===== config.mk =====
export PLATFORM = sky130hd
export DESIGN_NAME = tch_out_buf_flat
export DESIGN_NICKNAME = d
export VERILOG_FILES = /design/src/sv/tch_pkg.sv /design/src/sv/tch_out_if.sv /design/src/sv/tch_out_buf.sv /design/src/flat_wrapper.sv
export SDC_FILE = /design/constraint.sdc
export NUM_CORES = 1
export LEC_CHECK = 0
export BUFFER_PORTS_ARGS = -buffer_cell sky130_fd_sc_hd__buf_2
export CAP_MARGIN = 20
export CORE_MARGIN = 10
export CORE_UTILIZATION = 44
export CTS_CLUSTER_DIAMETER = 200
export CTS_CLUSTER_SIZE = 16
export DETAILED_ROUTE_END_ITERATION = 10
export GPL_ROUTABILITY_DRIVEN = 0
export GPL_TIMING_DRIVEN = 1
export PLACE_DENSITY = 0.75
export SETUP_SLACK_MARGIN = 0.02
export SLEW_MARGIN = 20
export SYNTH_ARGS = -nofsm -noshare
export SYNTH_HDL_FRONTEND = slang
export SYNTH_SLANG_ARGS = --single-unit

===== constraint.sdc =====
create_clock -name clk -period 1.6 [get_ports clk]
set_input_delay 0.16 -clock clk [delete_from_list [all_inputs] [get_ports clk]]
set_output_delay 0.16 -clock clk [all_outputs]
set_load 0.01 [all_outputs]

===== src/sv/tch_pkg.sv =====
// ----------------------------------------------------------------------------
// tch_pkg: shared types and constants of the tilt compensated heading block
// Widths of the fixed-point datapath, the arctangent table and the structs
// handed between the pipeline cells.
// ----------------------------------------------------------------------------
`default_nettype none

package tch_pkg;

  // default parameter values
  localparam int SAMPLE_WIDTH_DEF = 16;
  localparam int CORDIC_STEPS_DEF = 16;

  // datapath widths
  localparam int RED_W  = 16;   // reduced sample
  localparam int PRD_W  = 32;   // 16 x 16 product
  localparam int S_W    = 33;   // gy*mz - gz*my
  localparam int G2_W   = 32;   // |g|^2
  localparam int MG_W   = 33;   // m.g
  localparam int D_W    = 49;   // gx*mg - mx*g2
  localparam int GFRAC  = 8;
  localparam int RAD_W  = 2 * G2_W - 2 * GFRAC;  // g2 scaled by 2^16, square root operand
  localparam int ROOT_W = RAD_W / 2;
  localparam int REM_W  = ROOT_W + 2;
  localparam int TERM_W = 58;   // sine and cosine terms
  localparam int MAG_W  = TERM_W - 1;
  localparam int NORM_BITS = 29;
  localparam int XY_W   = 33;
  localparam int Z_W    = 27;
  localparam int HQ_W   = 28;
  localparam int ATAN_W = 22;
  localparam int MAX_STEPS = 24;

  localparam logic signed [Z_W-1:0]  Z180 = Z_W'(180 * 65536);
  localparam logic signed [HQ_W-1:0] HQ180 = HQ_W'(180 * 65536);
  localparam logic signed [HQ_W-1:0] HQ360 = HQ_W'(360 * 65536);

  // atan(2^-i) in degrees, Q16
  localparam logic [ATAN_W-1:0] ATAN_Q16 [MAX_STEPS] = '{
    22'd2949120, 22'd1740967, 22'd919879, 22'd466945, 22'd234379, 22'd117304,
    22'd58666, 22'd29335, 22'd14668, 22'd7334, 22'd3667, 22'd1833,
    22'd917, 22'd458, 22'd229, 22'd115, 22'd57, 22'd29,
    22'd14, 22'd7, 22'd4, 22'd2, 22'd1, 22'd0
  };

  // data that rides alongside the square root cells
  typedef struct packed {
    logic                  zero_g;
    logic signed [S_W-1:0] s;
    logic signed [D_W-1:0] d;
  } side_t;

  // square root cell state
  typedef struct packed {
    logic [RAD_W-1:0]  rad;
    logic [REM_W-1:0]  rem;
    logic [ROOT_W-1:0] root;
  } sqrt_t;

  // rotation cell state
  typedef struct packed {
    logic                   zero_g;
    logic signed [XY_W-1:0] x;
    logic signed [XY_W-1:0] y;
    logic signed [Z_W-1:0]  z;
  } cord_t;

  // one result beat
  typedef struct packed {
    logic [8:0] heading_deg;
    logic       no_gravity;
  } res_t;

  // pipeline control between cells
  typedef struct packed {
    logic en;
    logic valid;
  } ctl_t;

endpackage

`default_nettype wire


===== src/sv/tch_out_if.sv =====
// ----------------------------------------------------------------------------
// tch_out_if: heading result channel
// Valid/ready channel carrying one heading and the no gravity flag.
// ----------------------------------------------------------------------------
`default_nettype none

interface tch_out_if;
  logic       valid;
  logic       ready;
  logic [8:0] heading_deg;
  logic       no_gravity;

  modport source (output valid, heading_deg, no_gravity, input ready);
  modport sink   (input valid, heading_deg, no_gravity, output ready);
endinterface

`default_nettype wire


===== src/sv/tch_out_buf.sv =====
// ----------------------------------------------------------------------------
// tch_out_buf: two-entry output buffer
// Parts the pipeline from the receiver; full stalls the pipeline so
// that no result beat is dropped.
// ----------------------------------------------------------------------------
`default_nettype none

module tch_out_buf (
  input  wire logic          clk,
  input  wire logic          rst,
  input  wire logic          push,
  input  wire tch_pkg::res_t push_data,
  output logic               full,
  tch_out_if.source          res
);

  tch_pkg::res_t e0;
  tch_pkg::res_t e1;
  logic [1:0]    cnt;
  logic          pop;

  assign pop             = res.valid && res.ready;
  assign full            = (cnt == 2'd2);
  assign res.valid       = (cnt != 2'd0);
  assign res.heading_deg = e0.heading_deg;
  assign res.no_gravity  = e0.no_gravity;

  // fill count
  always_ff @(posedge clk) begin
    if (rst) begin
      cnt <= 2'd0;
    end else begin
      cnt <= cnt + {1'b0, push} - {1'b0, pop};
    end
  end

  // entry storage, head in e0
  always_ff @(posedge clk) begin
    if (pop) begin
      if (cnt == 2'd2) begin
        e0 <= e1;
      end else if (push) begin
        e0 <= push_data;
      end
    end else if (push) begin
      if (cnt == 2'd0) begin
        e0 <= push_data;
      end else begin
        e1 <= push_data;
      end
    end
  end

endmodule

`default_nettype wire


===== src/flat_wrapper.sv =====
// flat-port wrapper written by rule: the top's interface ports become plain ports
module tch_out_buf_flat 
  (clk, rst, push, push_data, full, res_valid, res_heading_deg, res_no_gravity, res_ready);
  tch_out_if res_i ();
  input  wire logic clk;
  input  wire logic rst;
  input  wire logic push;
  input  wire tch_pkg::res_t push_data;
  output logic full;
  output wire logic [$bits(res_i.valid)-1:0] res_valid;
  output wire logic [$bits(res_i.heading_deg)-1:0] res_heading_deg;
  output wire logic [$bits(res_i.no_gravity)-1:0] res_no_gravity;
  input wire logic [$bits(res_i.ready)-1:0] res_ready;
  assign res_valid = res_i.valid;
  assign res_heading_deg = res_i.heading_deg;
  assign res_no_gravity = res_i.no_gravity;
  assign res_i.ready = res_ready;
  tch_out_buf u_core (.clk(clk), .rst(rst), .push(push), .push_data(push_data), .full(full), .res(res_i));
endmodule

==> results.txt, run 1 <==
Status = completed
EDFF count, synth = 20
CTS tree = done
FILL cells = 160
Most used routing layer = met2
Final WL = 1487 um
Setup WS post-layout = 0.2277 ns
Post-CTS Resized = 0
CTS Buf Count = 3
Unrepaired setup endpoints after global routing = false
Grt met1 use = 0.07099
Measured slew at the worst slew-check pin = 0.4137 ns
Reg clk slew, reported paths = 0.11 ns
Worst EP arrival = 1.56 ns
Yosys top cell area share = 0.6713
Post-route cell area = 1100 sq um
Final Hold Fails = 0
Period utilisation layout = 0.8577
Final Util = 0.5664
Largest net degree at the start of global routing = 12
Clk pwr share = 0.223
Width of the die = 65.09 um
Overall Global Routing Usage = 0.07037
Postcts setup bufs = 0
Largest area contributor in the netlist = edfxtp_1
Net Sw Frac = 0.2046
# setup viols final = 0
GR Overflow Total = 0
Met2 GRT Util = 0.1158
Max Root-Sink Buffers = 2
Vias in the first global route = 529
CP max FO = 6
Vias/cell = 4.755
Die height = 65.09 um
Root buffer cell = clkbuf_4
PnR Total Power = 1.018 mW
Routed wire per std cell = 14.03 um
Final #Nets = 96
Worst EP required = 1.78 ns
Leakage = 0.4718 nW
Share of cells above drive strength 1 = 0.5823
Top_reg_cell synth = edfxtp_1
Via count = 504
First-pass iteration count of the detailed router = 3
Placement Cell Area = 1077 sq um
Ys async rst share = 0
Sequential fraction of the synthesis area = 0.7161
Top post-synthesis cells by count = edfxtp_1, mux2_4, mux2_2
Post-synthesis instance total = 48
I/O pin total = 26
Power Density = 925.5 nW/um^2
Initial core utilization = 0.4607
Detail Route Antenna Nets = 0
CP Launch Type = flop
Die area = 4237 sq um
Setup Crit Path Kind = reg2reg
Dominant cells by area after synthesis = edfxtp_1, mux2_4, dfxtp_1
Flop2flop setup slack = 0.23 ns
Switching power of the nets = 0.2083 mW
# rows = 16
Cell Area, Synth = 894.6 sq um
Synthesis-stage register bit count = 22
Int Power = 0.8096 mW
Final Skew = 0.001194 ns
DRT iter0 DRCs = 6
Port Buffers = 25
Syn nets = 63
Yosys cell types = 15
Logic gate share of total power = 0.116
Count leader, synth = edfxtp_1
Area Overhead vs Synth = 22.94%
Pre-CTS setup slack = 0.2229 ns
CTS Sinks = 22
Final Slew Violations = 0
Wire length of the first global-routing pass = 2352 um
Max Cap Viol = 0
Cells after DPL = 103
YS warnings = 0
Clk_lat worst skew = 0.28 ns
N_diodes = 0
Initial antenna violation count = 0
Minimum clock period = 1.372 ns
Slew margin rel. = 0.7236
Hold WS = 0.04890 ns
Syn_area_per_cell = 18.64 sq um
H-tree depth = 1
Core area = 1942 sq um
Max Clock Freq = 728.7 MHz
Min-Delay Path Class = in2reg
Placed wire-length estimate = 1242 um
Setup TNS = 0 ns
# DRC = 0
Hold buffers post-CTS = 0
Endpoint class of the critical path = flop
Non-Filler Instances = 106
Reg power frac = 0.661
Worst VDD drop = 0.5481 mV
Met3 Resource Use GR = 0.04068
-- registers in the layout, summed over array words and instances (netlist names) --
name                    count
u_core.cnt                  2
u_core.e1                  10
u_core.res.heading_deg      9
u_core.res.no_gravity       1
-- power by group through the flow --
stage / combinational (mW) / clock (mW) / sequential [mW]
after CTS: 0.120 / 0.236 / 0.673
after global placement: 0.116 / 0 / 0.685
after global routing: 0.131 / 0.267 / 0.675
after detailed placement: 0.120 / 0 / 0.686
final: 0.118 / 0.227 / 0.673
after floorplan: 0.0520 / 0 / 0.697
-- placed cells by master, fill, tap and decap left out --
cell,instances
a21boi_0,1
buf_2,25
buf_4,4
clkbuf_4,3
dfxtp_1,2
edfxtp_1,20
ha_1,1
inv_1,2
mux2_2,3
mux2_4,8
nand2_1,1
nand2_2,1
nor2_1,2
nor2b_1,2
nor2b_4,1
nor3b_2,1
o21ai_0,2
-- kinds of logic after synthesis --
logic type | Yosys count | synth area share
DFF | 22 | 0.7161
buffers and inverters | 3 | 0.02098
and+or+nand+nor | 8 | 0.05734
muxes | 11 | 0.1720
adders and majority gates | 1 | 0.01398
AOI/OAI and AO/OA | 3 | 0.01958
-- per-layer routing --
metal | up-vias | part of all wire
met4 | 0 | 0.0054
met1 | 243 | 0.40
met3 | 2 | 0.11
met5 | - | 0
met2 | 18 | 0.49
li1 | 241 | -
-- cell type report --
| cell class | count | area, sq um | share of cell area |
|---|---|---|---|
| clock buffers | 3 | 22.52 | 0.02048 |
| inverters | 2 | 7.507 | 0.006826 |
| multi-input cells | 23 | 240.2 | 0.2184 |
| flip-flops and latches | 22 | 640.6 | 0.5825 |
| well taps | 27 | 33.78 | 0.03072 |
| repair buffers | 29 | 155.1 | 0.1411 |
-- critical path, stage by stage, from the launching register on --
cell and delay, ns:
dfxtp_1 0.34, nor2b_4 0.13, nand2_2 0.12, o21ai_0 0.11, ha_1 0.20, nor2b_1 0.12
mux2_2 0.24
-- worst paths after layout --
check / startpoint / to / depth (start not counted)
hold / removal: rst / u_core.cnt[0] / 2
setup reg to reg: u_core.cnt[1] / u_core.cnt[1] / 6
hold reg to reg: u_core.e1[5] / u_core.res.heading_deg[4] / 1
setup / recovery: u_core.cnt[1] / u_core.cnt[1] / 6
No activity file was read; power rests on OpenSTA's default activity.
==> inputs of run 2 (changes only) <==
==> constraint.sdc (replaced) <==
create_clock -name clk -period 1.2 [get_ports clk]
set_input_delay 0.12 -clock clk [delete_from_list [all_inputs] [get_ports clk]]
set_output_delay 0.12 -clock clk [all_outputs]
set_load 0.01 [all_outputs]
==> run 2 against run 1 <==
Sequential cell count unchanged. Non-clock buffer count increased by 8. The run now ends with setup timing left. Worst hold slack got worse by 0.029 ns. Fmax increased by 6.7%. Die area unchanged. Highest routed layer is now met3. Largest power group unchanged. Via count increased by 0.79%. Global-route usage increased by 0.13 points. Clock skew increased by 0.0062 ns. Clock-buffer cell count increased by 1. Routed wire length increased by 6.1%. Critical path type unchanged.
==> results.txt, run 2 (synthesized netlist as in run 1, its figures left out) <==
Status = complete, but fails checks
Failing checks = setup timing
Commonest non-fill, non-tap cell in the layout = buf_2
Max Clock Freq = 777.4 MHz
Reg clk slew, reported paths = 0.11 ns
Setup WS post-layout = -0.08631 ns
Overall Global Routing Usage = 0.07168
Area Overhead vs Synth = 38.46%
Via count = 508
Endpoint class of the critical path = flop
Measured slew at the worst slew-check pin = 0.2173 ns
Final Skew = 0.007416 ns
Max Root-Sink Buffers = 2
CP Launch Type = flop
Root buffer cell = clkbuf_4
Most used routing layer = met2
Power Density = 1160 nW/um^2
Vias/cell = 4.417
Hold WS = 0.02039 ns
Worst Path Buf+Inv = 1
Period utilisation layout = 1.072
First-pass iteration count of the detailed router = 4
Biggest register = u_core.e1
Initial antenna violation count = 0
Final WL = 1578 um
CTS tree = done
DRT iter0 DRCs = 12
Worst VDD drop = 0.7149 mV
Min-Delay Path Class = in2reg
Leakage = 0.5269 nW
I/O pin total = 26
Flop2flop setup slack = -0.09 ns
Initial core utilization = 0.4607
Die area = 4237 sq um
Max incr delay on CP = 0.34 ns
# rows = 16
CTS Buf Count = 3
Cells after DPL = 105
CP max FO = 11
Most frequent cells in the layout = buf_2, edfxtp_1, mux2_4
Worst EP arrival = 1.34 ns
Slew margin rel. = 0.8546
Slowest cell on the critical path = dfxtp_2
Routed wire per std cell = 13.72 um
Largest net degree at the start of global routing = 13
Wire length of the first global-routing pass = 2449 um
Width of the die = 65.09 um
CP cell instances = nor2b_4 -> nand2_2 -> buf_12 -> mux2_2
Placed wire-length estimate = 1227 um
N_diodes = 0
PnR Total Power = 1.437 mW
Port Buffers = 25
Vias in the first global route = 556
# DRC = 0
Clk_lat worst skew = 0.29 ns
Detail Route Antenna Nets = 0
Share of cells above drive strength 1 = 0.6136
Final Hold Fails = 0
Die height = 65.09 um
Worst EP required = 1.25 ns
Max Cap Viol = 0
Non-Filler Instances = 115
Max reg flops = 10
Met3 Resource Use GR = 0.03220
# setup viols final = 32
CTS Sinks = 22
GR Overflow Total = 0
Setup Crit Path Kind = reg2reg
Unrepaired setup endpoints after global routing = true
Core area = 1942 sq um
Final Slew Violations = 0
Setup TNS = -1.577 ns
Met2 GRT Util = 0.1244
Final #Nets = 104
CP delay by family, top = flip-flops
Grt met1 use = 0.07576
Final Util = 0.6379
Minimum clock period = 1.286 ns
H-tree depth = 1
-- run 2: cell count changes in the layout (fill, tap and decap cells not counted), moves of 2 or more --
| cell | change |
|---|---|
| dfxtp_2 | +2 |
| dfxtp_1 | -2 |
| buf_12 | +2 |
| buf_6 | +2 |
| dlygate4sd3_1 | +5 |
-- run 2: per-layer routing --
| layer | vias to the layer above | share of wire |
|---|---|---|
| met1 | 233 | 0.41 |
| met4 | 0 | 0 |
| met5 | - | 0 |
| met2 | 16 | 0.51 |
| met3 | 0 | 0.074 |
| li1 | 259 | - |
-- run 2: repair_timing --
action	in CTS	in global routing
endpoints found under the setup margin	32	33
pin swaps	0	0
hold buffers	1	4
gates resized for setup	3	3
setup buffers	0	1
endpoints found under the hold margin	1	4
-- run 2: power by group --
part           internal, mW  switching [mW]  total, mW  leakage [nW]
clock                 0.129           0.199      0.328        0.0150
sequential            0.885          0.0118      0.897         0.205
combinational         0.119          0.0930      0.212         0.307
-- run 2: per-stage QoR --
step | instance area (sq um) | setup slack (ns)
2_1_floorplan | 917.1 | -0.1536
3_3_place_gp | 1131 | -0.04028
3_5_place_dp | 1131 | -0.09117
4_1_cts | 1176 | -0.08170
5_1_grt | 1239 | -0.1239
6_report | 1239 | -0.08631
-- run 2: final timing paths --
check,from,end,depth (start not counted)
worst max-delay path,u_core.cnt[1],u_core.res.no_gravity,4
worst min-delay path,push_data[4],u_core.e1[4],1
worst max register to register,u_core.cnt[1],u_core.res.no_gravity,4
worst min register to register,u_core.e1[2],u_core.res.heading_deg[1],1
-- run 2: layout make-up --
class	count	area, sq um
clock buffer	4	26.28
fill	154	703.2
inverter	2	7.507
multi-input combinational	23	265.3
sequential	22	643.1
tap	27	33.78
timing repair buffer	37	262.8
