$ cat config.mk
export PLATFORM = sky130hd
export DESIGN_NAME = tch_cordic_cell
export DESIGN_NICKNAME = d
export VERILOG_FILES = /design/src/sv/tch_pkg.sv /design/src/sv/tch_cordic_cell.sv
export SDC_FILE = /design/constraint.sdc
export NUM_CORES = 1
export LEC_CHECK = 0
export BUFFER_PORTS_ARGS = -buffer_cell sky130_fd_sc_hd__buf_2
export CAP_MARGIN = 15
export CORE_MARGIN = 3
export CORE_UTILIZATION = 35
export CTS_BUF_LIST = sky130_fd_sc_hd__clkbuf_4
export CTS_CLUSTER_DIAMETER = 200
export DETAILED_ROUTE_END_ITERATION = 10
export MAX_ROUTING_LAYER = met4
export SETUP_SLACK_MARGIN = 0.3
export SYNTH_ARGS = -nofsm -noshare
export SYNTH_HDL_FRONTEND = slang
export SYNTH_SLANG_ARGS = --single-unit
$ cat constraint.sdc
create_clock -name clk -period 5.5 [get_ports clk]
set_input_delay 0.825 -clock clk [delete_from_list [all_inputs] [get_ports clk]]
set_output_delay 0.825 -clock clk [all_outputs]
set_load 0.02 [all_outputs]
$ cat src/sv/tch_pkg.sv
// ----------------------------------------------------------------------------
// tch_pkg: shared types and constants of the tilt compensated heading block
// Widths of the fixed-point datapath, the arctangent table and the structs
// handed between the pipeline cells.
// ----------------------------------------------------------------------------
`default_nettype none

package tch_pkg;

  // default parameter values
  localparam int SAMPLE_WIDTH_DEF = 16;
  localparam int CORDIC_STEPS_DEF = 16;

  // datapath widths
  localparam int RED_W  = 16;   // reduced sample
  localparam int PRD_W  = 32;   // 16 x 16 product
  localparam int S_W    = 33;   // gy*mz - gz*my
  localparam int G2_W   = 32;   // |g|^2
  localparam int MG_W   = 33;   // m.g
  localparam int D_W    = 49;   // gx*mg - mx*g2
  localparam int GFRAC  = 8;
  localparam int RAD_W  = 2 * G2_W - 2 * GFRAC;  // g2 scaled by 2^16, square root operand
  localparam int ROOT_W = RAD_W / 2;
  localparam int REM_W  = ROOT_W + 2;
  localparam int TERM_W = 58;   // sine and cosine terms
  localparam int MAG_W  = TERM_W - 1;
  localparam int NORM_BITS = 29;
  localparam int XY_W   = 33;
  localparam int Z_W    = 27;
  localparam int HQ_W   = 28;
  localparam int ATAN_W = 22;
  localparam int MAX_STEPS = 24;

  localparam logic signed [Z_W-1:0]  Z180 = Z_W'(180 * 65536);
  localparam logic signed [HQ_W-1:0] HQ180 = HQ_W'(180 * 65536);
  localparam logic signed [HQ_W-1:0] HQ360 = HQ_W'(360 * 65536);

  // atan(2^-i) in degrees, Q16
  localparam logic [ATAN_W-1:0] ATAN_Q16 [MAX_STEPS] = '{
    22'd2949120, 22'd1740967, 22'd919879, 22'd466945, 22'd234379, 22'd117304,
    22'd58666, 22'd29335, 22'd14668, 22'd7334, 22'd3667, 22'd1833,
    22'd917, 22'd458, 22'd229, 22'd115, 22'd57, 22'd29,
    22'd14, 22'd7, 22'd4, 22'd2, 22'd1, 22'd0
  };

  // data that rides alongside the square root cells
  typedef struct packed {
    logic                  zero_g;
    logic signed [S_W-1:0] s;
    logic signed [D_W-1:0] d;
  } side_t;

  // square root cell state
  typedef struct packed {
    logic [RAD_W-1:0]  rad;
    logic [REM_W-1:0]  rem;
    logic [ROOT_W-1:0] root;
  } sqrt_t;

  // rotation cell state
  typedef struct packed {
    logic                   zero_g;
    logic signed [XY_W-1:0] x;
    logic signed [XY_W-1:0] y;
    logic signed [Z_W-1:0]  z;
  } cord_t;

  // one result beat
  typedef struct packed {
    logic [8:0] heading_deg;
    logic       no_gravity;
  } res_t;

  // pipeline control between cells
  typedef struct packed {
    logic en;
    logic valid;
  } ctl_t;

endpackage

`default_nettype wire

$ cat src/sv/tch_cordic_cell.sv
// ----------------------------------------------------------------------------
// tch_cordic_cell: one vectoring step of the arctangent
// Rotates towards the x axis by atan(2^-STEP) and accumulates the angle.
// ----------------------------------------------------------------------------
`default_nettype none

module tch_cordic_cell #(
  parameter int STEP = 0
) (
  input  wire logic           clk,
  input  wire logic           rst,
  input  wire tch_pkg::ctl_t  ctl,
  input  wire tch_pkg::cord_t c_in,
  output tch_pkg::cord_t      c_out,
  output logic                valid_out
);

  logic signed [tch_pkg::XY_W-1:0] xs;
  logic signed [tch_pkg::XY_W-1:0] ys;
  logic signed [tch_pkg::Z_W-1:0]  ang;
  tch_pkg::cord_t                  c_next;

  // rotate unless y is already zero
  always_comb begin
    xs  = c_in.x >>> STEP;
    ys  = c_in.y >>> STEP;
    ang = $signed({{(tch_pkg::Z_W - tch_pkg::ATAN_W){1'b0}}, tch_pkg::ATAN_Q16[STEP]});
    c_next = c_in;
    if (!c_in.y[tch_pkg::XY_W-1] && c_in.y != '0) begin
      c_next.x = c_in.x + ys;
      c_next.y = c_in.y - xs;
      c_next.z = c_in.z + ang;
    end else if (c_in.y[tch_pkg::XY_W-1]) begin
      c_next.x = c_in.x - ys;
      c_next.y = c_in.y + xs;
      c_next.z = c_in.z - ang;
    end
  end

  always_ff @(posedge clk) begin
    if (ctl.en) begin
      c_out <= c_next;
    end
  end

  always_ff @(posedge clk) begin
    if (rst) begin
      valid_out <= 1'b0;
    end else if (ctl.en) begin
      valid_out <= ctl.valid;
    end
  end

endmodule

`default_nettype wire

==> results of run 1 <==
==> metal layers <==
metal  vias up  GRT usage [%]  wire, um
li1       4746              -         -
met1      4857          33.85     17280
met2       456          36.47     16150
met3        62          3.887      2550
met4         0          6.723       966
met5         -              -         0
==> logic make-up after synthesis <==
| group | after synthesis |
|---|---|
| simple gates | 305 |
| xor+xnor | 21 |
| compound gates | 489 |
| mux | 5 |
| flops | 95 |
| buf+inv | 168 |
| fa+ha+maj | 101 |
==> state kept, by name (all words and copies together) (netlist names) <==
| name | flops |
|---|---|
| c_out | 94 |
| valid_out | 1 |
==> area by class of cell <==
class	count	area, sq um	area share, %
inverter	99	371.6	3.331
timing repair buffer	202	1039	9.308
sequential	95	2843	25.48
clock buffer	9	67.56	0.6056
tap	372	465.4	4.172
antenna	1	2.502	0.02243
clock inverter	7	86.33	0.7738
multi-input combinational	921	6282	56.31
==> where the power goes <==
group	internal, uW	switching (uW)
registers	913	25.7
logic	372	742
clock network	112	330
==> metrics by stage <==
| step | hold slack, ns | utilization, % |
|---|---|---|
| 2_1_floorplan | 0.5788 | - |
| 3_3_place_gp | 0.4724 | 40.48 |
| 3_5_place_dp | 0.4848 | 40.48 |
| 4_1_cts | 0.4046 | 41.05 |
| 5_1_grt | 0.4114 | 41.05 |
| 6_report | 0.4465 | 41.05 |
==> cell usage in the layout, fill, tap and decap left out, types with 6 or more instances in the layout <==
| master | synthesis | final |
|---|---|---|
| a211o_1 | 6 | 6 |
| a211oi_1 | 17 | 17 |
| a21o_1 | 26 | 26 |
| a21oi_1 | 162 | 162 |
| a221oi_1 | 17 | 17 |
| a22oi_1 | 9 | 9 |
| a2bb2oi_1 | 8 | 8 |
| a31oi_1 | 21 | 21 |
| and3_1 | 8 | 8 |
| buf_2 | 22 | 191 |
| buf_4 | 1 | 11 |
| clkbuf_4 | 0 | 9 |
| edfxtp_1 | 94 | 94 |
| ha_1 | 98 | 98 |
| inv_1 | 98 | 97 |
| nand2_1 | 56 | 56 |
| nand2b_1 | 15 | 15 |
| nand3_1 | 23 | 23 |
| nand4_1 | 12 | 12 |
| nor2_1 | 95 | 92 |
| nor2b_1 | 12 | 12 |
| nor3_1 | 39 | 39 |
| nor4_1 | 13 | 13 |
| o211ai_1 | 8 | 8 |
| o21a_1 | 9 | 9 |
| o21ai_0 | 72 | 72 |
| o21ai_1 | 6 | 6 |
| o21bai_1 | 25 | 25 |
| o22a_1 | 7 | 7 |
| o22ai_1 | 23 | 23 |
| o31ai_1 | 8 | 8 |
| or2_2 | 6 | 6 |
| or3_1 | 7 | 7 |
| xnor2_1 | 12 | 12 |
| xor2_1 | 9 | 9 |
==> worst max path at each step <==
stage | end | from | depth (start not counted)
after CTS | c_out[89] | c_in[33] | 11
final | c_out[89] | c_in[33] | 11
after detailed placement | c_out[89] | c_in[33] | 11
after global placement | c_out[89] | c_in[33] | 11
after floorplan | c_out[47] | c_in[27] | 11
after global routing | c_out[89] | c_in[33] | 11
==> results.toml, run 1 <==
[sta]
relSlewSlack_pct = 17.06
setup_tns_ns = 0
worstMarginPinSlew_ns = 1.227
fin_ws_ns = 1.560
setup_viol = 0
period_share_pct = 71.65
min_period_ns = 3.941
hold_violations = 0
drv_slew = 0
clock.fmax_ghz = 0.2538
finClkSkew_ns = 0
rsz0062_at_grt = "no"

[setup_path]
reg2reg_to = "valid_out"
criticalPathCategory = "in2reg"
slowest_stage = "nor4b_1"
slowest_delay_ns = 1.00
arrival_ns = 4.21
worst_ep_required_time_ns = 5.77
end_kind = "flip-flop"
cp_top_family = "compound AO/OA/AOI/OAI gates"
start_kind = "input pin"
path_buf_inv = 2
r2r_start = "valid_out"
cp_cell_sequence = "buf_2 -> inv_1 -> ha_1 -> nor2b_1 -> nor4b_1 -> o31ai_4 -> a21oi_4 -> a31oi_1 -> o41ai_2 -> mux2i_1 -> o211ai_1"
cp_max_fo = 15
r2r_slack_ns = 4.91
r2r_cells = 2

[finish]
synthToLayoutAreaGrowth_pct = 14.09
fillCellCount = 2835
drive_above_1_share_pct = 18.83
stdcell_count = 1706
fin_area_sq_mm = 0.01116
fin_nets = 1527

[placement]
place_ws_ns = 1.154
place.gp.congestion = 1.017
dp.cells = 1689
post-dp-hpwl_um = 28080
placed_cell_area_sq_mm = 0.01100
io_buffers = 192

[floorplan]
io_pins = 193
rows = 60
start_util_pct = 35.99
die_area_sq_mm = 0.02998
fp.dieW_um = 173.2
die_y_um = 173.2
core_area_sq_mm = 0.02718

[synthesis]
ys_ff_latch = 95
synth_most_common_cell = "a21oi_1"
synthSimpleGateAreaFrac_pct = 15.16
syn_avg_cell_area_sq_um = 8.260
synth_edf_count = 94
synthTopCellsByCount = "a21oi_1, ha_1, inv_1, nor2_1, edfxtp_1"
synth_top_flop_cell = "edfxtp_1"
synthDistinctLibCells = 84
yosys-top-cells-area = "edfxtp_1, ha_1, a21oi_1"
synth_top_cell_by_area = "edfxtp_1"
ys_warn_count = 0
async_flop_share_pct = 0
ys_seq_area_share_pct = 29.07
synth_xor_xnor_area_share_pct = 1.881
synth_top_family_by_area = "compound AO/OA/AOI/OAI gates"
synth_compound_area_share_pct = 33.43
synthAdderAreaFrac_pct = 13.15
synthCells = 1184
synth_top_area_share_pct = 28.86
yosys-mux-area-fraction_pct = 0.5374
synth_area_sq_mm = 0.009779
syn_nets = 1383

[routing]
drt_pre_antenna_iters = 6
route.detailed.drc = 0
drtAntennaViolNets = 0
vias = 10121
drt-initial-drc-count = 1016
routed_wl_um = 36940
wl_per_cell_um = 21.66
vias_per_cell = 5.933

[clock_network]
clk_latency_ns = 0.50
clkTransAtPathRegs_ns = 0.22
cts_buffer_depth = 2
cts_resized = 0
cts_tree = "built"
cts_max_level = 3
hold_buffers = 0
cts_root_buffer = "clkbuf_4"
post-cts-setup-buffers = 0
cts-buffers-inserted = 9
cts.sinks = 95

[global_routing]
grt_overflow = 0
grt_pass1_wl_um = 56170
grt_pass1_vias = 9418
grt_max_degree = 68
grt_antenna_before_repair = 1
track_usage_pct = 24.25

[worst_hold_path]
holdCritStartpoint = "rst"
holdPathEnd = "valid_out"
hold_path_depth = 2
hp-class = "in2reg"

[pwr]
ir_drop_v = 0.00008507
power.density_mw_per_mm2 = 223.6
total_power_uw = 2495
leakage_uw = 0.004768

[flow_run]
max_cap_violations = 0

[run_status]
status = "finished, final reports clean"
Note: power is estimated with default switching activity, not from simulation.
==> run 2, diff against run 1 <==
Clock period 5.5 ns to 3.5 ns, I/O delays scaled along.
==> run 2 against run 1 <==
Register-to-register slack worse by 2.0 ns. Die area unchanged. Final cell count rose by 11%. Hold slack worse by 0.31 ns. Worst setup slack worse by 1.2 ns. Clock skew is the same. Via count grew 6.5%. Critical endpoint is now c_out[44].
==> results.toml, run 2 (synthesis results as in run 1) <==
[global_routing]
grt_pass1_wl_um = 60470
grt_antenna_before_repair = 1
grt_max_degree = 59
grt_pass1_vias = 10307
grt_overflow = 0
track_usage_pct = 26.18

[finish]
fin_area_sq_mm = 0.01262
largest_reg_flops = 94
fillCellCount = 2750
multi_input_area_sq_mm = 0.006292
final_core_util_pct = 46.42
fin_nets = 1715
reg_top3 = "c_out: 94 flops, valid_out: 1 flops"
final_common_cell = "buf_4"
synthToLayoutAreaGrowth_pct = 29.00
regMostFlops = "c_out"
seqCellArea_sq_mm = 0.002843
final_cell_mix = "buf_4, buf_2, a21oi_1"
drive_above_1_share_pct = 28.93

[floorplan]
die_area_sq_mm = 0.02998
core_area_sq_mm = 0.02718
fp.dieW_um = 173.2
rows = 60
die_y_um = 173.2
io_pins = 193
start_util_pct = 35.99

[placement]
io_buffers = 192
place.gp.congestion = 1.009
place_ws_ns = -0.3599
placed_cell_area_sq_mm = 0.01245
post-dp-hpwl_um = 31300

[sta]
finClkSkew_ns = 0
rsz0062_at_grt = "no"
hold_violations = 0
period_share_pct = 89.95
drv_slew = 0
setup_tns_ns = 0
fin_ws_ns = 0.3516
setup_viol = 0
worstMarginPinSlew_ns = 0.8486
relSlewSlack_pct = 43.37
min_period_ns = 3.148
clock.fmax_ghz = 0.3176

[clock_network]
hold_buffers = 0
cts_tree = "built"
cts_root_buffer = "clkbuf_4"
cts_buffer_depth = 2
cts-buffers-inserted = 9
clk_latency_ns = 0.50
clkTransAtPathRegs_ns = 0.20
cts.sinks = 95
post-cts-setup-buffers = 0
cts_max_level = 3

[setup_path]
slowest_delay_ns = 0.50
start_kind = "input pin"
slowest_stage = "a2111oi_0"
arrival_ns = 3.41
cp_max_fo = 4
cp_top_family = "compound AO/OA/AOI/OAI gates"
cp_cell_sequence = "buf_2 -> inv_1 -> ha_1 -> nor2b_1 -> or4_1 -> o221ai_2 -> o31ai_4 -> a2111oi_0 -> o21ai_1 -> nor2_1 -> a211oi_1 -> a21oi_1"
r2r_slack_ns = 2.91
worst_ep_required_time_ns = 3.76
path_buf_inv = 2
criticalPathCategory = "in2reg"
end_kind = "flip-flop"

[pwr]
combinationalPowerShare_pct = 48.6
leakage_uw = 0.005684
switching_power_uw = 1822
power_frac_seq_pct = 34.6
clock_power_share_pct = 16.8
total_power_uw = 4248
switching_share_pct = 42.90
ir_drop_v = 0.0001529
power.density_mw_per_mm2 = 336.7
internal-power_uw = 2426

[routing]
route.detailed.drc = 0
vias = 10783
routed_wl_um = 39280
drt-initial-drc-count = 1076
vias_per_cell = 5.693
drt_pre_antenna_iters = 5
drtAntennaViolNets = 0
wl_per_cell_um = 20.74

[run_status]
status = "finished, final reports clean"

[flow_run]
max_cap_violations = 0

[worst_hold_path]
hp-class = "in2reg"
==> run 2: cell types whose count changed in the layout (fill, tap and decap cells not counted), sizes merged <==
cell / previous run / this run
buf: 202 / 390
==> run 2: power groups by stage <==
stage | Combinational [uW] | Clock (uW) | Sequential, uW
after detailed placement | 2020 | 0 | 1500
after floorplan | 956 | 0 | 1690
after CTS | 2030 | 737 | 1470
final | 2060 | 713 | 1470
after global routing | 2230 | 773 | 1490
after global placement | 2010 | 0 | 1500
==> run 2: worst paths after layout <==
path / end / startpoint / cells after the start
worst max-delay path: c_out[44] / c_in[33] / 12
worst max register to register: valid_out / valid_out / 2
worst min-delay path: valid_out / rst / 2
worst min register to register: valid_out / valid_out / 2
==> run 2: metal layers <==
metal / track usage (%) / part of all wire [%] / vias to the layer above
li1: - / - / 5114
met1: 36.87 / 47 / 5133
met2: 39.53 / 44 / 474
met3: 3.206 / 6.6 / 62
met4: 7.568 / 2.7 / 0
met5: - / 0 / -
==> run 2: area by class of cell <==
type | instances | share of cell area, %
antenna | 1 | 0.01984
clock buffer | 9 | 0.5356
clock inverter | 7 | 0.6843
inverter | 99 | 2.946
multi-input combinational | 921 | 49.88
sequential | 95 | 22.53
tap | 372 | 3.689
timing repair buffer | 390 | 19.72
==> run 2: timing repair <==
item,in CTS,in global routing
pin swaps,0,0
gates resized for setup,1,4
endpoints found under the setup margin,1,3
endpoints found under the hold margin,0,0
==> run 2: through the flow <==
step	hold WS, ns	cells
global placement	0.4678	1877
detailed placement	0.4813	1877
global route	0.09233	1894
CTS	0.1040	1893
floorplan	0.5788	1184
finish	0.1375	1894
==> run 3, diff against run 2 <==
Clock period 3.5 ns to 3.4 ns, I/O delays scaled along.
==> run 3 against run 2 <==
Combinational power is 4% higher. Highest routed layer unchanged. Clock-buffer cell count did not move. Worst setup slack better by 0.018 ns. Final cell count is 0.53% higher. Register-to-register slack got worse by 0.11 ns. Sequential cell count unchanged. Wire length increased by 1.3%. First-iteration DRC count increased by 4.1%. Power up 3.1%.
==> results.toml, run 3 (synthesis results as in run 1) <==
[run_status]
status = "finished, final reports clean"

[floorplan]
core_area_sq_mm = 0.02718
fp.dieW_um = 173.2
start_util_pct = 35.99
rows = 60
die_area_sq_mm = 0.02998
die_y_um = 173.2
io_pins = 193

[pwr]
switching_power_uw = 1861
leakage_uw = 0.005754
power.density_mw_per_mm2 = 343.8
power_frac_seq_pct = 34.5
internal-power_uw = 2519
ir_drop_v = 0.0002161
clock_power_share_pct = 16.3
total_power_uw = 4381
switching_share_pct = 42.49
combinationalPowerShare_pct = 49.2

[setup_path]
cp_max_fo = 3
cp_top_family = "compound AO/OA/AOI/OAI gates"
crit_top_cell = "o21ai_0"
cp_cell_sequence = "buf_2 -> inv_1 -> ha_1 -> nor2b_1 -> o21ai_0 -> a21oi_1 -> o41a_1 -> a21o_1 -> a21boi_0 -> buf_4 -> o21ai_0 -> o2111ai_2 -> and3_1"
start_kind = "input pin"
arrival_ns = 3.43
worst_ep_required_time_ns = 3.80
r2r_cells = 2
r2r_slack_ns = 2.80
slowest_stage = "o41a_1"
path_buf_inv = 3
slowest_delay_ns = 0.36
worst-path-stages = 13
reg2reg_to = "valid_out"
r2r_start = "valid_out"
end_kind = "flip-flop"
criticalPathCategory = "in2reg"

[finish]
final_core_util_pct = 46.89
final_cell_mix = "buf_4, buf_2, a21oi_1"
regMostFlops = "c_out"
synthToLayoutAreaGrowth_pct = 30.30
reg_top3 = "c_out: 94 flops, valid_out: 1 flops"
fillCellCount = 2774
fin_nets = 1725
final_common_cell = "buf_4"
drive_above_1_share_pct = 29.65
largest_reg_flops = 94

[worst_hold_path]
hold_path_depth = 2
holdCritStartpoint = "rst"
holdPathEnd = "valid_out"
hp-class = "in2reg"

[routing]
drtAntennaViolNets = 0
drt_pre_antenna_iters = 5
wl_per_cell_um = 20.89
routed_wl_um = 39780
drt-initial-drc-count = 1120
vias_per_cell = 5.703
route.detailed.drc = 0
vias = 10859

[global_routing]
met3_usage_pct = 3.096
grt_pass1_wl_um = 60210
track_usage_pct = 26.11
grt_use_met1_pct = 36.32
grt_max_degree = 51
use_met2_pct = 41.39
grt.busiest_layer = "met2"
grt_overflow = 0
grt_antenna_before_repair = 1
grt_pass1_vias = 10262

[clock_network]
clkTransAtPathRegs_ns = 0.20
hold_buffers = 0
clk_latency_ns = 0.50
cts_root_buffer = "clkbuf_4"
cts.sinks = 95
cts_resized = 0
cts_max_level = 3
cts_buffer_depth = 2
cts_tree = "built"
cts-buffers-inserted = 9
post-cts-setup-buffers = 0

[flow_run]
max_cap_violations = 0

[sta]
relSlewSlack_pct = 49.43
setup_viol = 0
hold_violations = 0
finClkSkew_ns = 0
worstMarginPinSlew_ns = 0.7517
setup_tns_ns = 0
period_share_pct = 89.14
holdWs_ns = 0.1219
clock.fmax_ghz = 0.3300
min_period_ns = 3.031
drv_slew = 0
rsz0062_at_grt = "no"

[placement]
io_buffers = 192
place.gp.congestion = 1.051
post-dp-hpwl_um = 31830
run 3: area by class of cell:
type / count / area [sq um] / share of cell area [%]
Multi-Input combinational cell: 921 / 6306 / 49.49
Sequential cell: 95 / 2843 / 22.31
Timing Repair Buffer: 400 / 2600 / 20.40
Tap cell: 372 / 465.4 / 3.653
Inverter: 99 / 371.6 / 2.916
Clock inverter: 7 / 86.33 / 0.6775
Clock buffer: 9 / 67.56 / 0.5302
Antenna cell: 1 / 2.502 / 0.01964
run 3: power groups by stage:
stage	Sequential [uW]	Clock (uW)	Combinational [uW]
final	1510	714	2150
after global routing	1530	774	2310
after CTS	1520	746	2120
after detailed placement	1540	0	2110
after global placement	1540	0	2100
after floorplan	1740	0	986
run 3: per-layer routing:
layer	part of all wire, %	wire length [um]
met1	46	18170
met2	45	18060
met3	7.5	2968
met4	1.5	583
met5	0	0
run 3: worst max-delay path by stage:
stage / startpoint / endpoint
after floorplan: c_in[27] / c_out[47]
after global placement: c_in[28] / c_out[77]
after detailed placement: c_in[28] / c_out[77]
after CTS: c_in[28] / c_out[77]
after global routing: c_in[28] / c_out[91]
final: c_in[28] / c_out[77]
run 3: through the flow:
stage | setup WS (ns) | instance area [sq um] | std cells
floorplan | 0.3130 | 9786 | 1184
global placement | -0.1430 | 12570 | 1887
detailed placement | -0.1047 | 12570 | 1887
CTS | 0.4219 | 12720 | 1903
global route | 0.3013 | 12740 | 1904
finish | 0.3692 | 12740 | 1904
