### src/sv/tch_pkg.sv
// ----------------------------------------------------------------------------
// tch_pkg: shared types and constants of the tilt compensated heading block
// Widths of the fixed-point datapath, the arctangent table and the structs
// handed between the pipeline cells.
// ----------------------------------------------------------------------------
`default_nettype none

package tch_pkg;

  // default parameter values
  localparam int SAMPLE_WIDTH_DEF = 16;
  localparam int CORDIC_STEPS_DEF = 16;

  // datapath widths
  localparam int RED_W  = 16;   // reduced sample
  localparam int PRD_W  = 32;   // 16 x 16 product
  localparam int S_W    = 33;   // gy*mz - gz*my
  localparam int G2_W   = 32;   // |g|^2
  localparam int MG_W   = 33;   // m.g
  localparam int D_W    = 49;   // gx*mg - mx*g2
  localparam int GFRAC  = 8;
  localparam int RAD_W  = 2 * G2_W - 2 * GFRAC;  // g2 scaled by 2^16, square root operand
  localparam int ROOT_W = RAD_W / 2;
  localparam int REM_W  = ROOT_W + 2;
  localparam int TERM_W = 58;   // sine and cosine terms
  localparam int MAG_W  = TERM_W - 1;
  localparam int NORM_BITS = 29;
  localparam int XY_W   = 33;
  localparam int Z_W    = 27;
  localparam int HQ_W   = 28;
  localparam int ATAN_W = 22;
  localparam int MAX_STEPS = 24;

  localparam logic signed [Z_W-1:0]  Z180 = Z_W'(180 * 65536);
  localparam logic signed [HQ_W-1:0] HQ180 = HQ_W'(180 * 65536);
  localparam logic signed [HQ_W-1:0] HQ360 = HQ_W'(360 * 65536);

  // atan(2^-i) in degrees, Q16
  localparam logic [ATAN_W-1:0] ATAN_Q16 [MAX_STEPS] = '{
    22'd2949120, 22'd1740967, 22'd919879, 22'd466945, 22'd234379, 22'd117304,
    22'd58666, 22'd29335, 22'd14668, 22'd7334, 22'd3667, 22'd1833,
    22'd917, 22'd458, 22'd229, 22'd115, 22'd57, 22'd29,
    22'd14, 22'd7, 22'd4, 22'd2, 22'd1, 22'd0
  };

  // data that rides alongside the square root cells
  typedef struct packed {
    logic                  zero_g;
    logic signed [S_W-1:0] s;
    logic signed [D_W-1:0] d;
  } side_t;

  // square root cell state
  typedef struct packed {
    logic [RAD_W-1:0]  rad;
    logic [REM_W-1:0]  rem;
    logic [ROOT_W-1:0] root;
  } sqrt_t;

  // rotation cell state
  typedef struct packed {
    logic                   zero_g;
    logic signed [XY_W-1:0] x;
    logic signed [XY_W-1:0] y;
    logic signed [Z_W-1:0]  z;
  } cord_t;

  // one result beat
  typedef struct packed {
    logic [8:0] heading_deg;
    logic       no_gravity;
  } res_t;

  // pipeline control between cells
  typedef struct packed {
    logic en;
    logic valid;
  } ctl_t;

endpackage

`default_nettype wire

### src/sv/tch_sqrt_cell.sv
// ----------------------------------------------------------------------------
// tch_sqrt_cell: one digit of the floor square root
// Takes two operand bits, settles one root bit and hands on the side data.
// ----------------------------------------------------------------------------
`default_nettype none

module tch_sqrt_cell (
  input  wire logic          clk,
  input  wire logic          rst,
  input  wire tch_pkg::ctl_t ctl,
  input  wire tch_pkg::sqrt_t sq_in,
  input  wire tch_pkg::side_t side_in,
  output tch_pkg::sqrt_t     sq_out,
  output tch_pkg::side_t     side_out,
  output logic               valid_out
);

  logic [tch_pkg::REM_W-1:0] rem_sh;
  logic [tch_pkg::REM_W-1:0] trial;
  tch_pkg::sqrt_t            sq_next;

  // trial subtraction of (root*4 + 1)
  always_comb begin
    rem_sh  = {sq_in.rem[tch_pkg::REM_W-3:0], sq_in.rad[tch_pkg::RAD_W-1 -: 2]};
    trial   = {sq_in.root, 2'b01};
    sq_next.rad = {sq_in.rad[tch_pkg::RAD_W-3:0], 2'b00};
    if (rem_sh >= trial) begin
      sq_next.rem  = rem_sh - trial;
      sq_next.root = {sq_in.root[tch_pkg::ROOT_W-2:0], 1'b1};
    end else begin
      sq_next.rem  = rem_sh;
      sq_next.root = {sq_in.root[tch_pkg::ROOT_W-2:0], 1'b0};
    end
  end

  // payload registers
  always_ff @(posedge clk) begin
    if (ctl.en) begin
      sq_out   <= sq_next;
      side_out <= side_in;
    end
  end

  // valid flag
  always_ff @(posedge clk) begin
    if (rst) begin
      valid_out <= 1'b0;
    end else if (ctl.en) begin
      valid_out <= ctl.valid;
    end
  end

endmodule

`default_nettype wire

### config.mk
export PLATFORM = sky130hd
export DESIGN_NAME = tch_sqrt_cell
export DESIGN_NICKNAME = d
export VERILOG_FILES = /design/src/sv/tch_pkg.sv /design/src/sv/tch_sqrt_cell.sv
export SDC_FILE = /design/constraint.sdc
export NUM_CORES = 1
export LEC_CHECK = 0
export BUFFER_PORTS_ARGS = -buffer_cell sky130_fd_sc_hd__buf_2
export CORE_AREA = 4 4 139 141
export CTS_BUF_LIST = sky130_fd_sc_hd__clkbuf_4 sky130_fd_sc_hd__clkbuf_8 sky130_fd_sc_hd__clkbuf_16
export DETAILED_ROUTE_END_ITERATION = 8
export DIE_AREA = 0 0 143 145
export PLACE_DENSITY = 0.7
export RECOVER_POWER = 100
export SETUP_SLACK_MARGIN = 0.1
export SLEW_MARGIN = 20
export SYNTH_ARGS = -nofsm -noshare
export SYNTH_HDL_FRONTEND = slang
export SYNTH_SLANG_ARGS = --single-unit
### constraint.sdc
create_clock -name clk -period 4.1 [get_ports clk]
set_clock_uncertainty 0.05 [all_clocks]
set_input_delay 0.615 -clock clk [delete_from_list [all_inputs] [get_ports clk]]
set_output_delay 0.615 -clock clk [all_outputs]
set_load 0.03 [all_outputs]
==> impl_metrics.py, run 1 <==
metrics = {
    "yosys": {
        "ys_ff_latch": 180,
        "synth_seq_area_share": 0.7461,
        "netlist_instances": 454,
        "ys.flop_type": "edfxtp_1",
        "synth_edf_count": 179,
        "async_reset_ff_frac": 0,
        "ys_types": 52,
        "synth_area_mm2": 0.007231,
        "yosys_warnings": 0,
        "avgSynthCellArea_um2": 15.93,
    },
    "sta": {
        "rsz0062_at_grt": "no",
        "whs_ns": 0.3058,
        "worst_pin_slew_ns": 2.240,
        "fmax_ghz": 0.2824,
        "setup_viol": 0,
        "slew_violations": 89,
        "hold_viol": 0,
        "setup_tns_ns": 0,
        "max_slew_margin": -0.4933,
        "min_period_over_period": 0.8637,
        "fin_crit_ns": 3.541,
    },
    "detailed_routing": {
        "drc_errors": 0,
        "wl_per_cell_um": 19.04,
        "dr.pass1.iters": 4,
        "drt_iter0_markers": 283,
        "wl_um": 20390,
        "avgViaCountPerCell": 4.824,
        "vias": 5167,
        "detail-route-antenna-nets": 0,
    },
    "critical_path": {
        "crit_family": "compound AO/OA/AOI/OAI gates",
        "cpPeakStageDelay_ns": 0.45,
        "rrSetupSlack_ns": 3.39,
        "crit_slowest_cell": "nor4_1",
        "crit_chain": "clkbuf_1 -> inv_1 -> ha_1 -> nand4_1 -> nor4_1 -> o311ai_0 -> a31oi_1 -> o2111ai_1 -> a31o_1 -> inv_4 -> mux2_1",
        "cp_max_fo": 26,
        "worstPathBufferInverterCount": 3,
        "cp.required_ns": 4.20,
        "worstSetupEndpointType": "flip-flop",
        "regToRegEndpoint": "valid_out",
        "ff2ff_path_depth": 2,
        "worst-endpoint-arrival_ns": 3.64,
        "worstSetupStartpointType": "input port",
        "r2r-start": "valid_out",
        "crit_type": "in -> reg",
    },
    "finish": {
        "fin_nets": 1039,
        "seqCellArea_mm2": 0.005395,
        "fin_cells": 1071,
        "final_layout_size_suffix_gt1_frac": 0.2473,
        "fillers": 1656,
        "area_growth_pct": 32.57,
        "design_area_mm2": 0.009585,
        "multi_input_area_mm2": 0.001580,
        "fin_util": 0.5336,
    },
    "job": {
        "timing.max_cap.violations": 1,
    },
    "die": {
        "die_width_um": 143,
        "dieArea_mm2": 0.02074,
        "start_util": 0.4025,
        "die_h_um": 145,
        "io_pins": 367,
        "core-area_mm2": 0.01796,
        "rows": 49,
    },
    "place": {
        "finalWeightedCongestion": 0.8053,
        "placed_cells_incl_taps": 1038,
        "dpl.hpwl_um": 16110,
        "numPortBuffers": 362,
        "dpl_cell_area_mm2": 0.009291,
    },
    "power": {
        "p_leak_nw": 3.816,
        "peakVddDrop_uv": 278.7,
        "p_per_area_mw_per_mm2": 492.1,
    },
    "cts": {
        "cts_sinks": 180,
        "htree_levels": 4,
        "hold_buffers": 0,
        "clk_pin_slew_ns": 0.07,
        "cts_resized": 0,
        "cts_tree": "yes",
        "insertion_delay_ns": 0.41,
        "cts-buffers-inserted": 17,
        "cts_max_path_buffers": 2,
        "root_buffer": "clkbuf_16",
        "cts_setup_buffers": 0,
    },
    "min_path": {
        "min_path_cells": 2,
        "holdCritPathClass": "in -> reg",
        "holdPathEnd": "valid_out",
        "min_from": "rst",
    },
    "global_route": {
        "grtUsageTotal": 0.1853,
        "overflow": 0,
        "grt_max_degree": 90,
        "grt_pass1_wl_um": 29430,
        "antenna_found_initial": 4,
        "grt_pass1_vias": 5000,
    },
    "status": {
        "violations": "capacitance limit, slew limit",
        "status": "finished with violations",
    },
}
[cell usage in the layout (no fill, tap or decap), types with 15 or more instances in the layout]
master	netlist	layout
clkbuf_1	6	199
edfxtp_1	179	179
buf_2	2	161
a21oi_1	35	35
inv_1	29	29
nor2_1	27	27
ha_1	26	26
clkbuf_16	0	17
a21o_1	15	15
nand2_1	15	15
[area by class of cell]
| class | count | area share |
|---|---|---|
| flip-flops and latches | 180 | 0.5629 |
| repair buffers | 369 | 0.1694 |
| multi-input cells | 230 | 0.1649 |
| clock buffers | 17 | 0.04438 |
| well taps | 229 | 0.02989 |
| clock inverters | 15 | 0.01632 |
| inverters | 30 | 0.01201 |
| diodes | 1 | 0.0002611 |
[sequential cells by signal (all words and copies together), names as in the netlist]
| register | cells |
|---|---|
| valid_out | 1 |
| sq_out | 96 |
| side_out | 83 |
[routing by layer]
layer	wire length (um)	track usage	up-vias	part of all wire
met1	7270	0.2000	2432	0.36
met4	333	0.05561	6	0.016
met3	1839	0.06482	39	0.090
met2	10910	0.3379	219	0.53
li1	-	-	2471	-
met5	44	0	-	0.0022
[worst max-delay path by stage]
stage / cells after the start / slack [ns] / endpoint / startpoint
2_1_floorplan: 13 / 0.97 / sq_out[28] / sq_in[11]
3_3_place_gp: 11 / 0.40 / sq_out[36] / sq_in[10]
3_5_place_dp: 11 / 0.34 / sq_out[36] / sq_in[10]
4_1_cts: 11 / 0.77 / sq_out[36] / sq_in[10]
5_1_grt: 11 / 0.30 / sq_out[36] / sq_in[10]
6_report: 11 / 0.56 / sq_out[36] / sq_in[10]
[worst reg2reg max path, delay by kind of cell, from the launching register on]
family,cells,cell delay (ns)
DFF,1,0.34
muxes,1,0.07
and+or+nand+nor,1,0.18
[synth_stat cells, types with 2 or more instances]
| cell type | instances | area (um^2) |
|---|---|---|
| edfxtp_1 | 179 | 5375 |
| a21oi_1 | 35 | 175.2 |
| inv_1 | 29 | 108.9 |
| nor2_1 | 27 | 101.4 |
| ha_1 | 26 | 325.3 |
| a21o_1 | 15 | 112.6 |
| nand2_1 | 15 | 56.30 |
| o21ai_0 | 13 | 65.06 |
| xnor2_1 | 12 | 105.1 |
| nand3_1 | 9 | 45.04 |
| a31oi_1 | 8 | 50.05 |
| xor2_1 | 8 | 70.07 |
| clkbuf_1 | 6 | 22.52 |
| mux2_4 | 5 | 75.07 |
| nand4_1 | 5 | 31.28 |
| or2_2 | 5 | 31.28 |
| buf_6 | 4 | 45.04 |
| nor2b_1 | 4 | 25.02 |
| o21a_1 | 4 | 30.03 |
| o31ai_1 | 4 | 30.03 |
| a21boi_0 | 3 | 22.52 |
| and2_1 | 2 | 12.51 |
| and3_1 | 2 | 12.51 |
| buf_2 | 2 | 10.01 |
| buf_4 | 2 | 15.01 |
| mux2i_1 | 2 | 20.02 |
| nor3_1 | 2 | 10.01 |
| o31a_1 | 2 | 17.52 |
[metrics by stage]
| stage | total power, mW | setup slack (ns) |
|---|---|---|
| detailed placement | 3.234 | 0.3402 |
| floorplan | 2.892 | 0.9670 |
| global placement | 3.214 | 0.3959 |
| global route | 4.920 | 0.2989 |
| finish | 4.717 | 0.5588 |
| CTS | 4.809 | 0.7683 |
[logic make-up after synthesis]
group | Yosys count | synth area share
muxes | 7 | 0.01315
xor gates and xnor gates | 20 | 0.02423
DFF | 180 | 0.7462
adders and majority gates | 26 | 0.04499
and+or+nand+nor | 77 | 0.05243
other | 1 | 0.0005186
AOI/OAI and AO/OA | 98 | 0.08704
buffers and inverters | 45 | 0.03149
[power by group]
part | switching, mW | total (mW) | internal [mW] | leakage, nW
clock network | 0.763 | 1.58 | 0.817 | 0.285
logic | 0.637 | 0.881 | 0.243 | 1.77
registers | 0.0428 | 2.26 | 2.21 | 1.76
(Power assumes the default switching activity.)
==> run 2: changes to the inputs <==
--- a/config.mk
+++ b/config.mk
@@ -5,12 +5,12 @@
 export SDC_FILE = /design/constraint.sdc
 export NUM_CORES = 1
 export LEC_CHECK = 0
-export BUFFER_PORTS_ARGS = -buffer_cell sky130_fd_sc_hd__buf_2
-export CORE_AREA = 4 4 139 141
+export CORE_AREA = 4 4 141 143
 export CTS_BUF_LIST = sky130_fd_sc_hd__clkbuf_4 sky130_fd_sc_hd__clkbuf_8 sky130_fd_sc_hd__clkbuf_16
 export DETAILED_ROUTE_END_ITERATION = 8
-export DIE_AREA = 0 0 143 145
-export PLACE_DENSITY = 0.7
+export DIE_AREA = 0 0 145 147
+export DONT_BUFFER_PORTS = 1
+export PLACE_DENSITY = 0.51
 export RECOVER_POWER = 100
 export SETUP_SLACK_MARGIN = 0.1
 export SLEW_MARGIN = 20
==> run 2 against run 1 <==
  * The run now ends clean
  * Via count shrank 27%
  * Hold slack worse by 0.094 ns
  * Total power decreased by 4.2%
  * Sequential share of layout area increased by 11 points
  * Final area fell by 17%
  * Sequential power rose by 16%
  * Clock power is essentially flat
  * Critical path type unchanged
  * Critical endpoint is now sq_out[43]
  * Largest power group unchanged
==> impl_metrics.py, run 2 (synthesized netlist as in run 1, its figures left out) <==
metrics = {
    "cts": {
        "cts-buffers-inserted": 17,
        "hold_buffers": 0,
        "cts_resized": 0,
        "cts_tree": "yes",
        "cts_sinks": 180,
        "root_buffer": "clkbuf_16",
        "cts_setup_buffers": 0,
        "htree_levels": 4,
        "clk_pin_slew_ns": 0.08,
        "insertion_delay_ns": 0.41,
        "cts_max_path_buffers": 2,
    },
    "power": {
        "peakVddDrop_uv": 265.4,
        "p_per_area_mw_per_mm2": 564.8,
        "p_leak_nw": 2.918,
    },
    "critical_path": {
        "crit_type": "in -> reg",
        "worstSetupStartpointType": "input port",
        "worstSetupEndpointType": "flip-flop",
        "worst-endpoint-arrival_ns": 3.45,
        "cp_max_fo": 30,
        "cp.required_ns": 4.22,
    },
    "finish": {
        "fillers": 1652,
        "largest_register": "sq_out",
        "fin_nets": 673,
        "mostFrequentLayoutCells": "edfxtp_1 (179), a21oi_1 (35), inv_1 (29)",
        "n_antenna_cell": 0,
        "final_common_cell": "edfxtp_1",
        "final_layout_size_suffix_gt1_frac": 0.08632,
        "reg_top3": "sq_out (96), side_out (83), valid_out (1)",
        "area_growth_pct": 10.59,
        "largest_reg_flops": 96,
    },
    "sta": {
        "setup_tns_ns": 0,
        "fin_crit_ns": 3.333,
        "rsz0062_at_grt": "no",
        "hold_viol": 0,
        "setup_viol": 0,
        "fmax_ghz": 0.3000,
        "min_period_over_period": 0.8130,
        "worst_pin_slew_ns": 0.5939,
        "slew_violations": 0,
        "max_slew_margin": 0.5990,
        "whs_ns": 0.2120,
    },
    "place": {
        "finalWeightedCongestion": 0.7264,
        "dpl.hpwl_um": 12900,
        "numPortBuffers": 0,
    },
    "die": {
        "die_width_um": 145,
        "io_pins": 367,
        "die_h_um": 147,
        "rows": 50,
        "dieArea_mm2": 0.02132,
        "core-area_mm2": 0.01858,
        "start_util": 0.3892,
    },
    "global_route": {
        "overflow": 0,
        "grt_pass1_vias": 3673,
        "antenna_found_initial": 0,
        "grt_max_degree": 181,
        "grtUsageTotal": 0.1509,
        "grt_pass1_wl_um": 24160,
    },
    "detailed_routing": {
        "avgViaCountPerCell": 5.295,
        "vias": 3754,
        "wl_um": 16920,
        "dr.pass1.iters": 4,
        "drc_errors": 0,
        "detail-route-antenna-nets": 0,
        "drt_iter0_markers": 174,
        "wl_per_cell_um": 23.87,
    },
    "min_path": {
        "holdCritPathClass": "in -> reg",
    },
    "job": {
        "timing.max_cap.violations": 0,
    },
    "status": {
        "status": "complete, no violations",
    },
}
run 2: cell count changes in the layout (fill, tap and decap cells not counted), sizes merged:
cell,delta
clkbuf,-199
clkinv,+1
inv,-2
buf,-166
diode,-1
run 2: layout make-up:
type,count,area (um^2),share of cell area
clock buffers,18,432.9,0.05414
clock inverters,14,161.4,0.02018
inverters,30,115.1,0.01440
multi-input cells,230,1580,0.1976
flip-flops and latches,180,5395,0.6747
well taps,234,292.8,0.03661
repair buffers,3,18.77,0.002347
run 2: worst max-delay path, stage by stage:
cell       delay, ns
inv_1           0.03
ha_1            0.45
nand4_1         0.22
nor4_1          0.46
o311ai_0        0.32
a31oi_1         0.29
o2111ai_1       0.18
a31o_1          0.25
inv_4           0.27
mux2_1          0.37
run 2: path summary, 6_finish.rpt:
| kind | from | endpoint | slack, ns | cells after the start |
|---|---|---|---|---|
| max | sq_in[11] | sq_out[43] | 0.77 | 10 |
| min | rst | valid_out | 0.21 | 1 |
| max reg2reg | valid_out | valid_out | 3.27 | 2 |
| min reg2reg | valid_out | valid_out | 0.62 | 2 |
run 2: report_power, final:
part	internal (mW)	switching (mW)
clock	0.827	0.774
combinational	0.122	0.168
sequential	2.23	0.398
run 2: through the flow:
stage / utilization / cell area [um^2] / setup WS (ns) / cells / total power, mW
2_1_floorplan: - / 7234 / 0.9670 / 455 / 2.892
3_3_place_gp: 0.4003 / 7437 / 0.5244 / 677 / 2.976
3_5_place_dp: 0.4003 / 7437 / 0.5218 / 677 / 2.975
4_1_cts: 0.4323 / 8031 / 0.9616 / 709 / 4.582
5_1_grt: 0.4304 / 7996 / 0.4466 / 709 / 4.710
6_report: 0.4304 / 7996 / 0.7666 / 709 / 4.517
run 2: routing by layer:
metal,up-vias,global-route usage,wire (um)
met5,-,0,0
met4,0,0.04418,235
met3,14,0.07064,1432
met2,184,0.2843,9521
met1,1826,0.1473,5732
li1,1730,-,-
==> run 3: changes to the inputs <==
--- a/config.mk
+++ b/config.mk
@@ -5,12 +5,13 @@
 export SDC_FILE = /design/constraint.sdc
 export NUM_CORES = 1
 export LEC_CHECK = 0
-export CORE_AREA = 4 4 141 143
+export ABC_AREA = 1
+export CORE_AREA = 4 4 139 141
 export CTS_BUF_LIST = sky130_fd_sc_hd__clkbuf_4 sky130_fd_sc_hd__clkbuf_8 sky130_fd_sc_hd__clkbuf_16
 export DETAILED_ROUTE_END_ITERATION = 8
-export DIE_AREA = 0 0 145 147
+export DIE_AREA = 0 0 143 145
 export DONT_BUFFER_PORTS = 1
-export PLACE_DENSITY = 0.51
+export PLACE_DENSITY = 0.56
 export RECOVER_POWER = 100
 export SETUP_SLACK_MARGIN = 0.1
 export SLEW_MARGIN = 20
==> constraint.sdc (replaced) <==
create_clock -name clk -period 3.4 [get_ports clk]
set_clock_uncertainty 0.05 [all_clocks]
set_input_delay 0.51 -clock clk [delete_from_list [all_inputs] [get_ports clk]]
set_output_delay 0.51 -clock clk [all_outputs]
set_load 0.03 [all_outputs]
==> run 3 against run 2 <==
  * Flip-flop and latch count stayed put
  * Non-clock buffer count stayed put
  * Utilization is 5.6 points higher
  * Critical endpoint is now sq_out[46]
  * Total power is 22% higher
  * Via count is 28% higher
  * Critical path type unchanged
  * Area after synthesis is 9.6% higher
==> impl_metrics.py, run 3 <==
metrics = {
    "yosys": {
        "netlist_instances": 691,
        "synth_seq_area_share": 0.6807,
        "synth_edf_count": 179,
        "synth_largest_area_cell": "edfxtp_1",
        "synth_top_family_by_area": "simple AND/OR/NAND/NOR gates",
        "synthMuxAreaShare": 0.001263,
        "ys_ff_latch": 180,
        "synthXorXnorAreaFrac": 0.01547,
        "synth_compound_area_frac": 0.02352,
        "async_reset_ff_frac": 0,
        "ys.flop_type": "edfxtp_1",
        "synth_area_mm2": 0.007926,
        "avgSynthCellArea_um2": 11.47,
        "yosysMostFrequentCell": "nand2_1",
        "ys_types": 33,
        "synthSimpleGateAreaFrac": 0.1687,
        "yosys_warnings": 0,
        "synth_adder_area_share": 0.04104,
        "post-synth-top-area-fraction": 0.6781,
        "synthTopCellsByArea": "edfxtp_1 (68%), nand2_1 (9.7%), inv_1 (6.1%)",
        "synth_commonest_cells": "nand2_1 (205), edfxtp_1 (179), inv_1 (128)",
    },
    "critical_path": {
        "worst-endpoint-arrival_ns": 2.62,
        "crit_type": "in -> reg",
        "cp_max_fo": 37,
        "rrSetupSlack_ns": 2.54,
        "worstSetupEndpointType": "flip-flop",
        "worstSetupStartpointType": "input port",
        "cp.required_ns": 3.53,
    },
    "cts": {
        "cts_setup_buffers": 0,
        "cts-buffers-inserted": 17,
        "cts_max_path_buffers": 2,
        "htree_levels": 4,
        "cts_sinks": 180,
        "cts_tree": "yes",
        "cts_resized": 0,
        "insertion_delay_ns": 0.43,
        "clk_pin_slew_ns": 0.07,
        "root_buffer": "clkbuf_16",
        "hold_buffers": 0,
    },
    "finish": {
        "mostFrequentLayoutCells": "nand2_1 (206), edfxtp_1 (179), inv_1 (128)",
        "fin_util": 0.4868,
        "area_growth_pct": 10.32,
        "fin_nets": 917,
        "largest_reg_flops": 96,
        "largest_register": "sq_out",
        "fin_cells": 951,
        "final_common_cell": "nand2_1",
        "fillers": 1646,
        "reg_top3": "sq_out (96), side_out (83), valid_out (1)",
        "final_layout_size_suffix_gt1_frac": 0.07093,
        "design_area_mm2": 0.008745,
    },
    "die": {
        "io_pins": 367,
        "start_util": 0.4412,
        "die_width_um": 143,
        "core-area_mm2": 0.01796,
        "die_h_um": 145,
        "dieArea_mm2": 0.02074,
        "rows": 49,
    },
    "min_path": {
        "holdCritPathClass": "in -> reg",
    },
    "sta": {
        "min_period_over_period": 0.7317,
        "rsz0062_at_grt": "no",
        "setup_tns_ns": 0,
        "slew_violations": 0,
        "fin_crit_ns": 2.488,
        "hold_viol": 0,
        "fmax_ghz": 0.4020,
        "whs_ns": 0.09226,
        "setup_viol": 0,
    },
    "place": {
        "dpl_cell_area_mm2": 0.008178,
        "dpl.hpwl_um": 16210,
        "placed_cells_incl_taps": 916,
        "numPortBuffers": 0,
        "finalWeightedCongestion": 0.8965,
    },
    "global_route": {
        "grt_pass1_vias": 4920,
        "overflow": 0,
        "grt_pass1_wl_um": 30130,
        "antenna_found_initial": 2,
        "grtUsageTotal": 0.1947,
        "grt_max_degree": 181,
    },
    "detailed_routing": {
        "drc_errors": 0,
        "wl_um": 20530,
        "avgViaCountPerCell": 5.039,
        "wl_per_cell_um": 21.59,
        "detail-route-antenna-nets": 0,
        "vias": 4792,
        "dr.pass1.iters": 4,
        "drt_iter0_markers": 290,
    },
    "job": {
        "timing.max_cap.violations": 0,
    },
    "power": {
        "peakVddDrop_uv": 465.7,
        "p_per_area_mw_per_mm2": 632.6,
        "p_leak_nw": 3.777,
    },
    "status": {
        "status": "complete, no violations",
    },
}
[run 3: layer usage]
metal | GRT usage | vias to the layer above | part of all wire | wire length, um
met4 | 0.06749 | 0 | 0.020 | 420
li1 | - | 2304 | - | -
met1 | 0.2081 | 2258 | 0.36 | 7320
met5 | 0 | - | 0 | 0
met3 | 0.06943 | 31 | 0.084 | 1734
met2 | 0.3517 | 199 | 0.54 | 11050
[run 3: path summary, 6_finish.rpt]
| kind | from | endpoint | cells after the start |
|---|---|---|---|
| hold reg to reg | valid_out | valid_out | 2 |
| setup / recovery | sq_in[3] | sq_out[46] | 12 |
| setup reg to reg | valid_out | valid_out | 2 |
| hold / removal | rst | valid_out | 1 |
[run 3: critical path, stage by stage]
cell,delay (ns)
inv_1,0.02
ha_1,0.35
nand2_2,0.14
nor2_1,0.06
nand2_1,0.06
nand3_1,0.20
nand2_1,0.12
nand2_1,0.14
nand2_4,0.27
nand3_4,0.41
nand3_1,0.26
nand2_1,0.08
[run 3: power breakdown]
group	internal (mW)	switching, mW	total [mW]
Clock	0.998	0.932	1.93
Combinational	0.145	0.283	0.428
Sequential	2.69	0.485	3.17
Total	3.83	1.70	5.53
[run 3: cell type report]
class / count / area, um^2 / share of cell area
multi-input combinational: 375 / 1952 / 0.2232
clock inverter: 14 / 163.9 / 0.01874
antenna: 3 / 7.507 / 0.0008585
inverter: 129 / 484.2 / 0.05537
clock buffer: 18 / 432.9 / 0.04951
sequential: 180 / 5395 / 0.6170
tap: 229 / 286.5 / 0.03277
timing repair buffer: 3 / 22.52 / 0.002575
[run 3: metrics by stage]
step / setup slack (ns) / power [mW]
after global routing: 0.6951 / 5.784
after global placement: 0.4906 / 3.671
after detailed placement: 0.4968 / 3.675
after floorplan: 1.192 / 3.527
final: 0.9123 / 5.532
after CTS: 0.9640 / 5.611
[run 3: kinds of logic (layout without fill, tap and decap cells)]
family,count (synthesis),after routing
adders and majority gates,26,26
DFF,180,180
muxes,1,1
AOI/OAI and AO/OA,28,28
xor gates and xnor gates,14,14
and+or+nand+nor,304,304
other,1,5
buffers and inverters,137,164
